### src/hexfd_pkg.sv
// Shared types, constants and the hex digit decode for the hex text to frame decoder.
package hexfd_pkg;

    // Fixed field widths
    localparam int unsigned CHAR_W  = 8;
    localparam int unsigned BYTE_W  = 8;
    localparam int unsigned LIMIT_W = 14;
    localparam int unsigned FLEN_W  = 14;

    // Character codes
    localparam logic [CHAR_W-1:0] CHAR_SPACE   = 8'h20;
    localparam logic [CHAR_W-1:0] CHAR_NEWLINE = 8'h0A;

    // Reset value of the frame byte limit
    localparam logic [LIMIT_W-1:0] LIMIT_RESET = 14'd9014;

    // One result item
    typedef struct packed {
        logic [BYTE_W-1:0] frame_byte;
        logic              last_of_frame;
        logic              empty_frame;
        logic [FLEN_W-1:0] frame_length;
        logic              truncated;
    } frame_res_t;

    // Result with its strobe, parser to output buffer
    typedef struct packed {
        logic       valid;
        frame_res_t res;
    } frame_push_t;

    // Output buffer occupancy, for the top level
    typedef struct packed {
        logic main_valid;
        logic skid_valid;
    } buf_status_t;

    // Digit decode: is_hex set when the character is 0-9, A-F or a-f
    typedef struct packed {
        logic       is_hex;
        logic [3:0] value;
    } hex_digit_t;

    function automatic hex_digit_t hex_decode(input logic [CHAR_W-1:0] c);
        hex_digit_t d;
        d.is_hex = 1'b1;
        d.value  = 4'd0;
        if (c >= 8'h30 && c <= 8'h39) begin
            d.value = c[3:0];
        end else if ((c >= 8'h41 && c <= 8'h46) || (c >= 8'h61 && c <= 8'h66)) begin
            d.value = c[3:0] + 4'd9;
        end else begin
            d.is_hex = 1'b0;
        end
        return d;
    endfunction

endpackage

### src/hexfd_char_if.sv
// Character input channel: valid/ready with one text character.
interface hexfd_char_if;
    logic                          valid;
    logic                          ready;
    logic [hexfd_pkg::CHAR_W-1:0]  text_char;

    modport source (output valid, output text_char, input ready);
    modport sink   (input valid, input text_char, output ready);
endinterface

### src/hexfd_frame_if.sv
// Frame output channel: valid/ready with one decoded frame result.
interface hexfd_frame_if;
    logic                          valid;
    logic                          ready;
    logic [hexfd_pkg::BYTE_W-1:0]  frame_byte;
    logic                          last_of_frame;
    logic                          empty_frame;
    logic [hexfd_pkg::FLEN_W-1:0]  frame_length;
    logic                          truncated;

    modport source (output valid, output frame_byte, output last_of_frame,
                    output empty_frame, output frame_length, output truncated,
                    input ready);
    modport sink   (input valid, input frame_byte, input last_of_frame,
                    input empty_frame, input frame_length, input truncated,
                    output ready);
endinterface

### src/hex_text_to_frame_decoder_top.sv
// Top level of the hex text to frame decoder.
//
// text_in carries one ASCII character per transfer (valid/ready). Each line
// of hex digit pairs ending in 0x0A becomes one frame on frame_out: one
// transfer per decoded byte, the last one flagged last_of_frame with the
// frame length and the truncated flag. An empty line gives a single
// empty_frame transfer. One byte is held back until the next byte or the
// newline arrives, so a byte leaves when its successor is decoded.
// Throughput: one character per cycle while the skid register is empty.
// A result goes into the result register, or the skid register on a stall.
// limit_we/limit_wdata write the frame byte limit (reset 9014); write it
// only while no frame is in progress.
// Reset clears all frame state; no clearing pass is needed.
// When frame_out stalls, the result register holds and a skid register takes
// one more result; text_in.ready drops only while the skid register is full.
module hex_text_to_frame_decoder_top #(
    parameter int unsigned LENGTH_BITS = 14
) (
    input  logic                          clk,
    input  logic                          rst_n,
    input  logic                          limit_we,
    input  logic [hexfd_pkg::LIMIT_W-1:0] limit_wdata,
    hexfd_char_if.sink                    text_in,
    hexfd_frame_if.source                 frame_out
);

    hexfd_pkg::frame_push_t  push;
    hexfd_pkg::buf_status_t  status;
    logic                    can_accept;
    logic                    char_fire;

    assign text_in.ready = can_accept;
    assign char_fire     = text_in.valid && can_accept;

    // Character decode and frame state
    hexfd_parser #(
        .LENGTH_BITS (LENGTH_BITS)
    ) u_parser (
        .clk         (clk),
        .rst_n       (rst_n),
        .char_fire   (char_fire),
        .char_in     (text_in.text_char),
        .limit_we    (limit_we),
        .limit_wdata (limit_wdata),
        .push        (push)
    );

    // Output register and skid stage
    hexfd_out_buf u_out_buf (
        .clk        (clk),
        .rst_n      (rst_n),
        .push       (push),
        .can_accept (can_accept),
        .status     (status),
        .frame_out  (frame_out)
    );

    // Skid stage only fills behind a full result register
    a_skid_behind_main: assert property (@(posedge clk) disable iff (!rst_n)
        status.skid_valid |-> status.main_valid)
        else $error("skid register full while result register empty");

    // Input only stalls while a result waits
    a_stall_has_result: assert property (@(posedge clk) disable iff (!rst_n)
        !text_in.ready |-> frame_out.valid)
        else $error("input stalled with no pending result");

    // Non-final results carry no frame summary
    a_mid_frame_clean: assert property (@(posedge clk) disable iff (!rst_n)
        (frame_out.valid && !frame_out.last_of_frame) |->
        (!frame_out.empty_frame && frame_out.frame_length == '0 && !frame_out.truncated))
        else $error("frame summary on a non-final result");

    // Empty frames carry no byte and no length
    a_empty_is_zero: assert property (@(posedge clk) disable iff (!rst_n)
        (frame_out.valid && frame_out.empty_frame) |->
        (frame_out.last_of_frame && frame_out.frame_byte == '0 &&
         frame_out.frame_length == '0))
        else $error("empty frame with data");

endmodule

### src/hexfd_parser.sv
// Pair parser: frame state, byte limit register and per-character result decode.
module hexfd_parser #(
    parameter int unsigned LENGTH_BITS = 14
) (
    input  logic                             clk,
    input  logic                             rst_n,
    input  logic                             char_fire,
    input  logic [hexfd_pkg::CHAR_W-1:0]     char_in,
    input  logic                             limit_we,
    input  logic [hexfd_pkg::LIMIT_W-1:0]    limit_wdata,
    output hexfd_pkg::frame_push_t           push
);

    localparam int unsigned CW = (LENGTH_BITS > hexfd_pkg::LIMIT_W) ?
                                 LENGTH_BITS : hexfd_pkg::LIMIT_W;
    localparam logic [LENGTH_BITS-1:0] COUNT_MAX = {LENGTH_BITS{1'b1}};

    logic [hexfd_pkg::LIMIT_W-1:0] limit_reg;
    logic                          second_due_reg, second_due_next;
    logic [3:0]                    high_nib_reg, high_nib_next;
    logic                          high_nib_valid_reg, high_nib_valid_next;
    logic [LENGTH_BITS-1:0]        count_reg, count_next;
    logic [hexfd_pkg::BYTE_W-1:0]  held_byte_reg, held_byte_next;
    logic                          held_valid_reg, held_valid_next;
    logic                          limit_hit_reg, limit_hit_next;

    logic [CW-1:0]                 limit_wide;
    logic [CW-1:0]                 count_wide;
    logic [LENGTH_BITS-1:0]        lim_eff;
    logic [LENGTH_BITS-1:0]        count_inc;
    logic                          at_limit;
    hexfd_pkg::hex_digit_t         digit;

    // Limit capped to what the counter can hold
    assign limit_wide = CW'(limit_reg);
    assign count_wide = CW'(count_reg);
    assign lim_eff    = (limit_wide > CW'(COUNT_MAX)) ? COUNT_MAX
                                                      : limit_wide[LENGTH_BITS-1:0];
    assign at_limit   = limit_hit_reg || (count_reg >= lim_eff);
    assign digit      = hexfd_pkg::hex_decode(char_in);
    assign count_inc  = count_reg + LENGTH_BITS'(1);

    // Next state and result for one accepted character
    always_comb
    begin
        second_due_next     = second_due_reg;
        high_nib_next       = high_nib_reg;
        high_nib_valid_next = high_nib_valid_reg;
        count_next          = count_reg;
        held_byte_next      = held_byte_reg;
        held_valid_next     = held_valid_reg;
        limit_hit_next      = limit_hit_reg;
        push                = '0;

        if (char_fire) begin
            if (char_in == hexfd_pkg::CHAR_NEWLINE) begin
                // end of line: flush the held byte or report an empty frame
                push.valid             = 1'b1;
                push.res.last_of_frame = 1'b1;
                push.res.truncated     = at_limit;
                if (held_valid_reg) begin
                    push.res.frame_byte   = held_byte_reg;
                    push.res.frame_length = count_wide[hexfd_pkg::FLEN_W-1:0];
                end else begin
                    push.res.empty_frame  = 1'b1;
                end
                second_due_next     = 1'b0;
                high_nib_next       = 4'd0;
                high_nib_valid_next = 1'b0;
                count_next          = '0;
                held_byte_next      = '0;
                held_valid_next     = 1'b0;
                limit_hit_next      = 1'b0;
            end else if (!at_limit) begin
                if (!second_due_reg) begin
                    // first character of a pair; a space here is skipped
                    if (char_in != hexfd_pkg::CHAR_SPACE) begin
                        second_due_next     = 1'b1;
                        high_nib_valid_next = digit.is_hex;
                        high_nib_next       = digit.is_hex ? digit.value : 4'd0;
                    end
                end else begin
                    // second character closes the pair
                    second_due_next     = 1'b0;
                    high_nib_next       = 4'd0;
                    high_nib_valid_next = 1'b0;
                    if (high_nib_valid_reg && digit.is_hex) begin
                        if (held_valid_reg) begin
                            push.valid          = 1'b1;
                            push.res.frame_byte = held_byte_reg;
                        end
                        held_byte_next  = {high_nib_reg, digit.value};
                        held_valid_next = 1'b1;
                        count_next      = count_inc;
                        if (count_inc >= lim_eff) begin
                            limit_hit_next = 1'b1;
                        end
                    end
                end
            end
        end
    end

    // Frame state and limit register
    always_ff @(posedge clk or negedge rst_n)
    begin
        if (!rst_n) begin
            limit_reg          <= hexfd_pkg::LIMIT_RESET;
            second_due_reg     <= 1'b0;
            high_nib_reg       <= 4'd0;
            high_nib_valid_reg <= 1'b0;
            count_reg          <= '0;
            held_byte_reg      <= '0;
            held_valid_reg     <= 1'b0;
            limit_hit_reg      <= 1'b0;
        end else begin
            if (limit_we) begin
                limit_reg <= limit_wdata;
            end
            second_due_reg     <= second_due_next;
            high_nib_reg       <= high_nib_next;
            high_nib_valid_reg <= high_nib_valid_next;
            count_reg          <= count_next;
            held_byte_reg      <= held_byte_next;
            held_valid_reg     <= held_valid_next;
            limit_hit_reg      <= limit_hit_next;
        end
    end

endmodule

### src/hexfd_out_buf.sv
// Result register with a skid stage in front of the frame output channel.
module hexfd_out_buf (
    input  logic                     clk,
    input  logic                     rst_n,
    input  hexfd_pkg::frame_push_t   push,
    output logic                     can_accept,
    output hexfd_pkg::buf_status_t   status,
    hexfd_frame_if.source            frame_out
);

    logic                    main_valid_reg, main_valid_next;
    logic                    skid_valid_reg, skid_valid_next;
    hexfd_pkg::frame_res_t   main_reg, main_next;
    hexfd_pkg::frame_res_t   skid_reg, skid_next;
    logic                    main_free;

    assign main_free  = !main_valid_reg || frame_out.ready;
    assign can_accept = !skid_valid_reg;

    // Refill the result register from skid first, then from a new result
    always_comb
    begin
        main_valid_next = main_valid_reg;
        skid_valid_next = skid_valid_reg;
        main_next       = main_reg;
        skid_next       = skid_reg;
        if (main_free) begin
            if (skid_valid_reg) begin
                main_valid_next = 1'b1;
                main_next       = skid_reg;
                skid_valid_next = 1'b0;
            end else begin
                main_valid_next = push.valid;
                main_next       = push.res;
            end
        end else if (push.valid) begin
            skid_valid_next = 1'b1;
            skid_next       = push.res;
        end
    end

    always_ff @(posedge clk or negedge rst_n)
    begin
        if (!rst_n) begin
            main_valid_reg <= 1'b0;
            skid_valid_reg <= 1'b0;
        end else begin
            main_valid_reg <= main_valid_next;
            skid_valid_reg <= skid_valid_next;
        end
    end

    // Payload registers
    always_ff @(posedge clk)
    begin
        main_reg <= main_next;
        skid_reg <= skid_next;
    end

    assign status.main_valid     = main_valid_reg;
    assign status.skid_valid     = skid_valid_reg;
    assign frame_out.valid         = main_valid_reg;
    assign frame_out.frame_byte    = main_reg.frame_byte;
    assign frame_out.last_of_frame = main_reg.last_of_frame;
    assign frame_out.empty_frame   = main_reg.empty_frame;
    assign frame_out.frame_length  = main_reg.frame_length;
    assign frame_out.truncated     = main_reg.truncated;

endmodule

### src/flat_wrapper.sv
// flat-port wrapper written by rule: the top's interface ports become plain ports
module hex_text_to_frame_decoder_top_flat 
#(
    parameter int unsigned LENGTH_BITS = 14
)
  (clk, rst_n, limit_we, limit_wdata, text_in_valid, text_in_text_char, text_in_ready, frame_out_valid, frame_out_frame_byte, frame_out_last_of_frame, frame_out_empty_frame, frame_out_frame_length, frame_out_truncated, frame_out_ready);
  hexfd_char_if text_in_i ();
  hexfd_frame_if frame_out_i ();
  input  logic clk;
  input  logic rst_n;
  input  logic limit_we;
  input  logic [hexfd_pkg::LIMIT_W-1:0] limit_wdata;
  input wire logic [$bits(text_in_i.valid)-1:0] text_in_valid;
  input wire logic [$bits(text_in_i.text_char)-1:0] text_in_text_char;
  output wire logic [$bits(text_in_i.ready)-1:0] text_in_ready;
  output wire logic [$bits(frame_out_i.valid)-1:0] frame_out_valid;
  output wire logic [$bits(frame_out_i.frame_byte)-1:0] frame_out_frame_byte;
  output wire logic [$bits(frame_out_i.last_of_frame)-1:0] frame_out_last_of_frame;
  output wire logic [$bits(frame_out_i.empty_frame)-1:0] frame_out_empty_frame;
  output wire logic [$bits(frame_out_i.frame_length)-1:0] frame_out_frame_length;
  output wire logic [$bits(frame_out_i.truncated)-1:0] frame_out_truncated;
  input wire logic [$bits(frame_out_i.ready)-1:0] frame_out_ready;
  assign text_in_i.valid = text_in_valid;
  assign text_in_i.text_char = text_in_text_char;
  assign text_in_ready = text_in_i.ready;
  assign frame_out_valid = frame_out_i.valid;
  assign frame_out_frame_byte = frame_out_i.frame_byte;
  assign frame_out_last_of_frame = frame_out_i.last_of_frame;
  assign frame_out_empty_frame = frame_out_i.empty_frame;
  assign frame_out_frame_length = frame_out_i.frame_length;
  assign frame_out_truncated = frame_out_i.truncated;
  assign frame_out_i.ready = frame_out_ready;
  hex_text_to_frame_decoder_top #(.LENGTH_BITS(LENGTH_BITS)) u_core (.clk(clk), .rst_n(rst_n), .limit_we(limit_we), .limit_wdata(limit_wdata), .text_in(text_in_i), .frame_out(frame_out_i));
endmodule
### config.mk
export PLATFORM = sky130hd
export DESIGN_NAME = hex_text_to_frame_decoder_top_flat
export DESIGN_NICKNAME = d
export VERILOG_FILES = /design/src/hexfd_pkg.sv /design/src/hexfd_char_if.sv /design/src/hexfd_frame_if.sv /design/src/hex_text_to_frame_decoder_top.sv /design/src/hexfd_parser.sv /design/src/hexfd_out_buf.sv /design/src/flat_wrapper.sv
export SDC_FILE = /design/constraint.sdc
export NUM_CORES = 1
export LEC_CHECK = 0
export BUFFER_PORTS_ARGS = -buffer_cell sky130_fd_sc_hd__buf_2
export CAP_MARGIN = 20
export CORE_UTILIZATION = 30
export DETAILED_ROUTE_END_ITERATION = 7
export PLACE_DENSITY_LB_ADDON = 0.25
export REMOVE_ABC_BUFFERS = 1
export SYNTH_ARGS = -nofsm -noshare
export SYNTH_HDL_FRONTEND = slang
export SYNTH_HIERARCHICAL = 1
export SYNTH_SLANG_ARGS = --single-unit
### constraint.sdc
create_clock -name clk -period 5.1 [get_ports clk]
set_input_delay 0.255 -clock clk [delete_from_list [all_inputs] [get_ports clk]]
set_output_delay 0.255 -clock clk [all_outputs]
set_load 0.01 [all_outputs]
# Yosys cells after proc, flatten, opt, wreduce, memory -nomap -nowiden
# Cells that the tools add are included.
[word_totals] reg_bits=96
[classes] addsub=2 magnitude_cmp=9 n_eq_ne=3 muxes=49 bitwise=1 reduce_logical=20
[op_table] op="$mux 14" n=6
[op_table] op="$mux 9" n=5
[op_table] op="$mux 8" n=5
[op_table] op="$ge 14x14->1" n=2
[op_table] op="$mux 4" n=7
[op_table] op="$mux 26" n=1
[op_table] op="$mux 25" n=1
[op_table] op="$mux 1" n=23
[op_table] op="$mux 17" n=1
[op_table] op="$ge 8x7->1 const B" n=2
[op_table] op="$le 8x7->1 const B" n=2
[op_table] op="$add 14x1->14 const B" n=1
[op_table] op="$gt 14x14->1 const B" n=1
[op_table] op="$eq 8x4->1 const B" n=1
[op_table] op="$ge 8x6->1 const B" n=1
[op_table] op="$le 8x6->1 const B" n=1
[op_table] op="$ne 8x6->1 const B" n=1
[op_table] op="$reduce_bool 2->1" n=4
[op_table] op="$logic_and 1x1->1" n=5
[op_table] op="$reduce_and 5->1" n=1
[op_table] op="$add 4x4->4 const B" n=1
[op_table] op="$reduce_and 2->1" n=2
[op_table] op="$reduce_and 4->1" n=1
[op_table] op="$logic_or 1x1->1" n=3
[op_table] op="other kinds (5)" n=6

# Longest topological paths before layout
[depth] word_depth=13 ltp_mapped=13 depth_no_buf=12

# By module
# Netlist, hierarchy kept.
[by_module_without_submodules] mod="hexfd_parser" instances=1 cells_per_inst=335 area_each_um2=2971.6 seq_area_each_um2=1109.8
[by_module_without_submodules] mod="hexfd_out_buf" instances=1 cells_per_inst=89 area_each_um2=1995.7 seq_area_each_um2=1551.5
[by_module_without_submodules] mod="hex_text_to_frame_decoder_top" instances=1 cells_per_inst=1 area_each_um2=6.3 seq_area_each_um2=0.0

# Worst setup path before layout
# Ideal clock, no wire load.
[synth_timing] path_type="flip-flop to flip-flop" from="reg u_core.u_parser.count_reg[0]" to="reg u_core/u_out_buf/skid_reg[0] (netlist name), enable pin" setup_ps=407 arrival_time_ps=3325 required_time_ps=4693 setup_slack_ps=1368 path_stages_with_launch=12 path_buffers=1 synth_period_minus_slack_ps=3732 cell_sequence="dfrtp_1 > inv_1 > ha_1 > nand2b_1 > a221oi_1 > nor3_1 > o31ai_1 > nand3_1 > clkbuf_1 > o21ai_0 > inv_1 > nor2_1"
[synth_rtl] element="start, declared" line_no="hexfd_parser.sv:22" source="logic [LENGTH_BITS-1:0] count_reg, count_next;"
[synth_rtl] element="start signal, assigned" line_no="hexfd_parser.sv:123" source="count_reg <= count_next;"
[synth_rtl] element="end signal, assigned" line_no="hexfd_out_buf.sv:57" source="skid_reg <= skid_next;"
[synth_rtl] element="end, declared" line_no="hexfd_out_buf.sv:14" source="hexfd_pkg::frame_res_t skid_reg, skid_next;"

==> flow_metrics.py <==
metrics = {
    "critical_path": {
        "required_ns": 5.15,
        "r2r_slack_ns": 1.71,
        "endpoint_kind": "flip-flop",
        "rr_startpoint": "u_core/u_parser/count_reg[0]",
        "crit_path_start_kind": "flip-flop",
        "crit_fanout": 13,
        "path_class": "flip-flop to flip-flop",
        "arrival_ns": 3.44,
        "ff2ff_path_depth": 11,
        "timing.rr.end": "u_core/u_out_buf/skid_reg[23]",
    },
    "global_routing": {
        "overflow": 0,
        "grt_max_degree": 47,
        "grt_usage_pct": 12.7,
        "antenna_found_initial": 0,
        "grt_first_pass_wirelength_um": 16600,
        "first_global_vias": 3258,
    },
    "detailed_routing": {
        "first_pass_iters": 4,
        "detail-route-antenna-nets": 0,
        "post_drt_wl_per_cell_um": 14.2,
        "drc": 0,
        "drtIter0Drc": 241,
        "viasPerCell": 4.60,
        "vias": 3203,
        "wl_um": 9880,
    },
    "hold_path": {
        "worst_hold_startpoint": "limit_wdata[12]",
        "min_path_cells": 3,
        "min_path_type": "primary input to flip-flop",
        "min_to": "u_core/u_parser/limit_reg[12]",
    },
    "sta": {
        "max-slew-margin-rel_pct": 54.0,
        "period_minus_slack_ns": 3.39,
        "fmax_mhz": 295,
        "fin_ws_ns": 1.71,
        "finalCritPeriodShare_pct": 66.6,
        "tns_ns": 0,
        "finClkSkew_ns": 0.00773,
        "rsz0062_at_grt": "no",
        "worstMarginPinSlew_ns": 0.689,
        "drv_slew": 0,
        "finalHoldViolCount": 0,
        "timing.final.setup_violations": 0,
    },
    "clocking": {
        "numCtsBuffers": 9,
        "clk-insertion-delay-late_ns": 0.34,
        "post_cts_buffers": 0,
        "cts_tree": "built",
        "ctsLongestPathBuffers": 2,
        "htree_levels": 3,
        "path_clk_slew_ns": 0.07,
        "clkSinkCount": 96,
        "clock-root-buffer": "clkbuf_16",
    },
    "place": {
        "io_buffers": 53,
        "placed_area_mm2": 0.00539,
        "dp_slack_ns": 1.74,
        "dpl.hpwl_um": 7190,
        "gp_congestion": 0.814,
    },
    "yosys": {
        "yosys_warnings": 6,
        "synthCells": 423,
        "syn_area_per_cell_um2": 11.7,
        "syn_area_mm2": 0.00496,
    },
    "final_layout": {
        "antenna_cells": 0,
        "largest_reg_flops": 25,
        "utilization_pct": 35.8,
        "drive_gt1_share_pct": 25.4,
        "fill_cells": 1618,
        "final_cell_area_mm2": 0.00573,
        "syn_to_final_growth_pct": 15.6,
        "fin_nets": 530,
    },
    "pwr": {
        "power_density_mw_per_mm2": 282,
        "p_leak_nw": 2.66,
        "ir_drop_uv": 178,
    },
    "die": {
        "die-area_mm2": 0.0170,
        "placementRows": 46,
        "ioPinCount": 54,
        "start_util_pct": 31.0,
        "die_h_um": 131,
        "core_area_mm2": 0.0160,
        "die_w_um": 131,
    },
    "run": {
        "drv_cap": 0,
    },
    "outcome": {
        "status": "finished clean",
    },
}
-- timing repair --
| item | in CTS | in global routing |
|---|---|---|
| endpoints found under the hold margin | 0 | 9 |
| resized for setup | 0 | 0 |
| hold buffers | 0 | 1 |
-- critical path, stage by stage, from the launching register on --
cell and delay [ns]:
dfrtp_1 0.47, inv_1 0.08, ha_1 0.30, nand2b_1 0.14
a221oi_1 0.27, nor3_1 0.10, o31ai_1 0.41, nand3_1 0.16
o21ai_0 0.27, inv_1 0.08, nor2_2 0.56, buf_8 0.24
-- routing by layer --
layer  vias up  global-route usage (%)  wire (µm)
li1       1638                       -          -
met1      1495                    17.4       4950
met2        59                    19.8       4320
met3        11                    2.57        435
met4         0                    4.60        176
met5         -                       0          0
-- power by group --
part           internal, mW  switching, mW
sequential            0.828         0.0106
clock                 0.398          0.289
combinational        0.0356         0.0520
-- cell usage in the layout (no fill, tap or decap), types with 8 or more instances in the layout --
cell	instances
nand2_1	56
buf_2	53
edfxtp_1	50
dfrtp_1	39
ha_1	28
and3_1	26
o21ai_0	24
nand3_1	22
inv_1	20
mux2_4	18
a21oi_1	13
clkbuf_16	9
mux2_2	9
a21o_1	9
nand2b_1	8
nor2_1	8
-- metrics by stage --
stage               cells  power [mW]  hold WS (ns)
floorplan             404       0.900       -0.0406
global placement      677       0.936         0.463
detailed placement    678       0.940         0.465
CTS                   694        1.64         0.105
global route          696        1.68         0.122
finish                696        1.61         0.115
-- final cells by class --
cell class	count	area (µm²)	share of cell area, %
Inverter	20	75.1	1.31
Multi-Input combinational cell	288	2080	36.2
Tap cell	216	270	4.72
Clock inverter	5	63.8	1.11
Sequential cell	96	2660	46.4
Clock buffer	11	243	4.24
Timing Repair Buffer	60	340	5.94
-- worst max path at each step --
stage                                  from                             to  depth (start not counted)
2_1_floorplan  u_core/u_parser/count_reg[0]   u_core/u_out_buf/skid_reg[0]                         10
4_1_cts        u_core/u_parser/count_reg[0]  u_core/u_out_buf/skid_reg[23]                         11
5_1_grt        u_core/u_parser/count_reg[0]  u_core/u_out_buf/skid_reg[20]                         11
3_5_place_dp   u_core/u_parser/count_reg[0]  u_core/u_out_buf/skid_reg[17]                         11
6_report       u_core/u_parser/count_reg[0]  u_core/u_out_buf/skid_reg[23]                         11
3_3_place_gp   u_core/u_parser/count_reg[0]  u_core/u_out_buf/skid_reg[17]                         10
No activity file was read; power rests on OpenSTA's default activity.
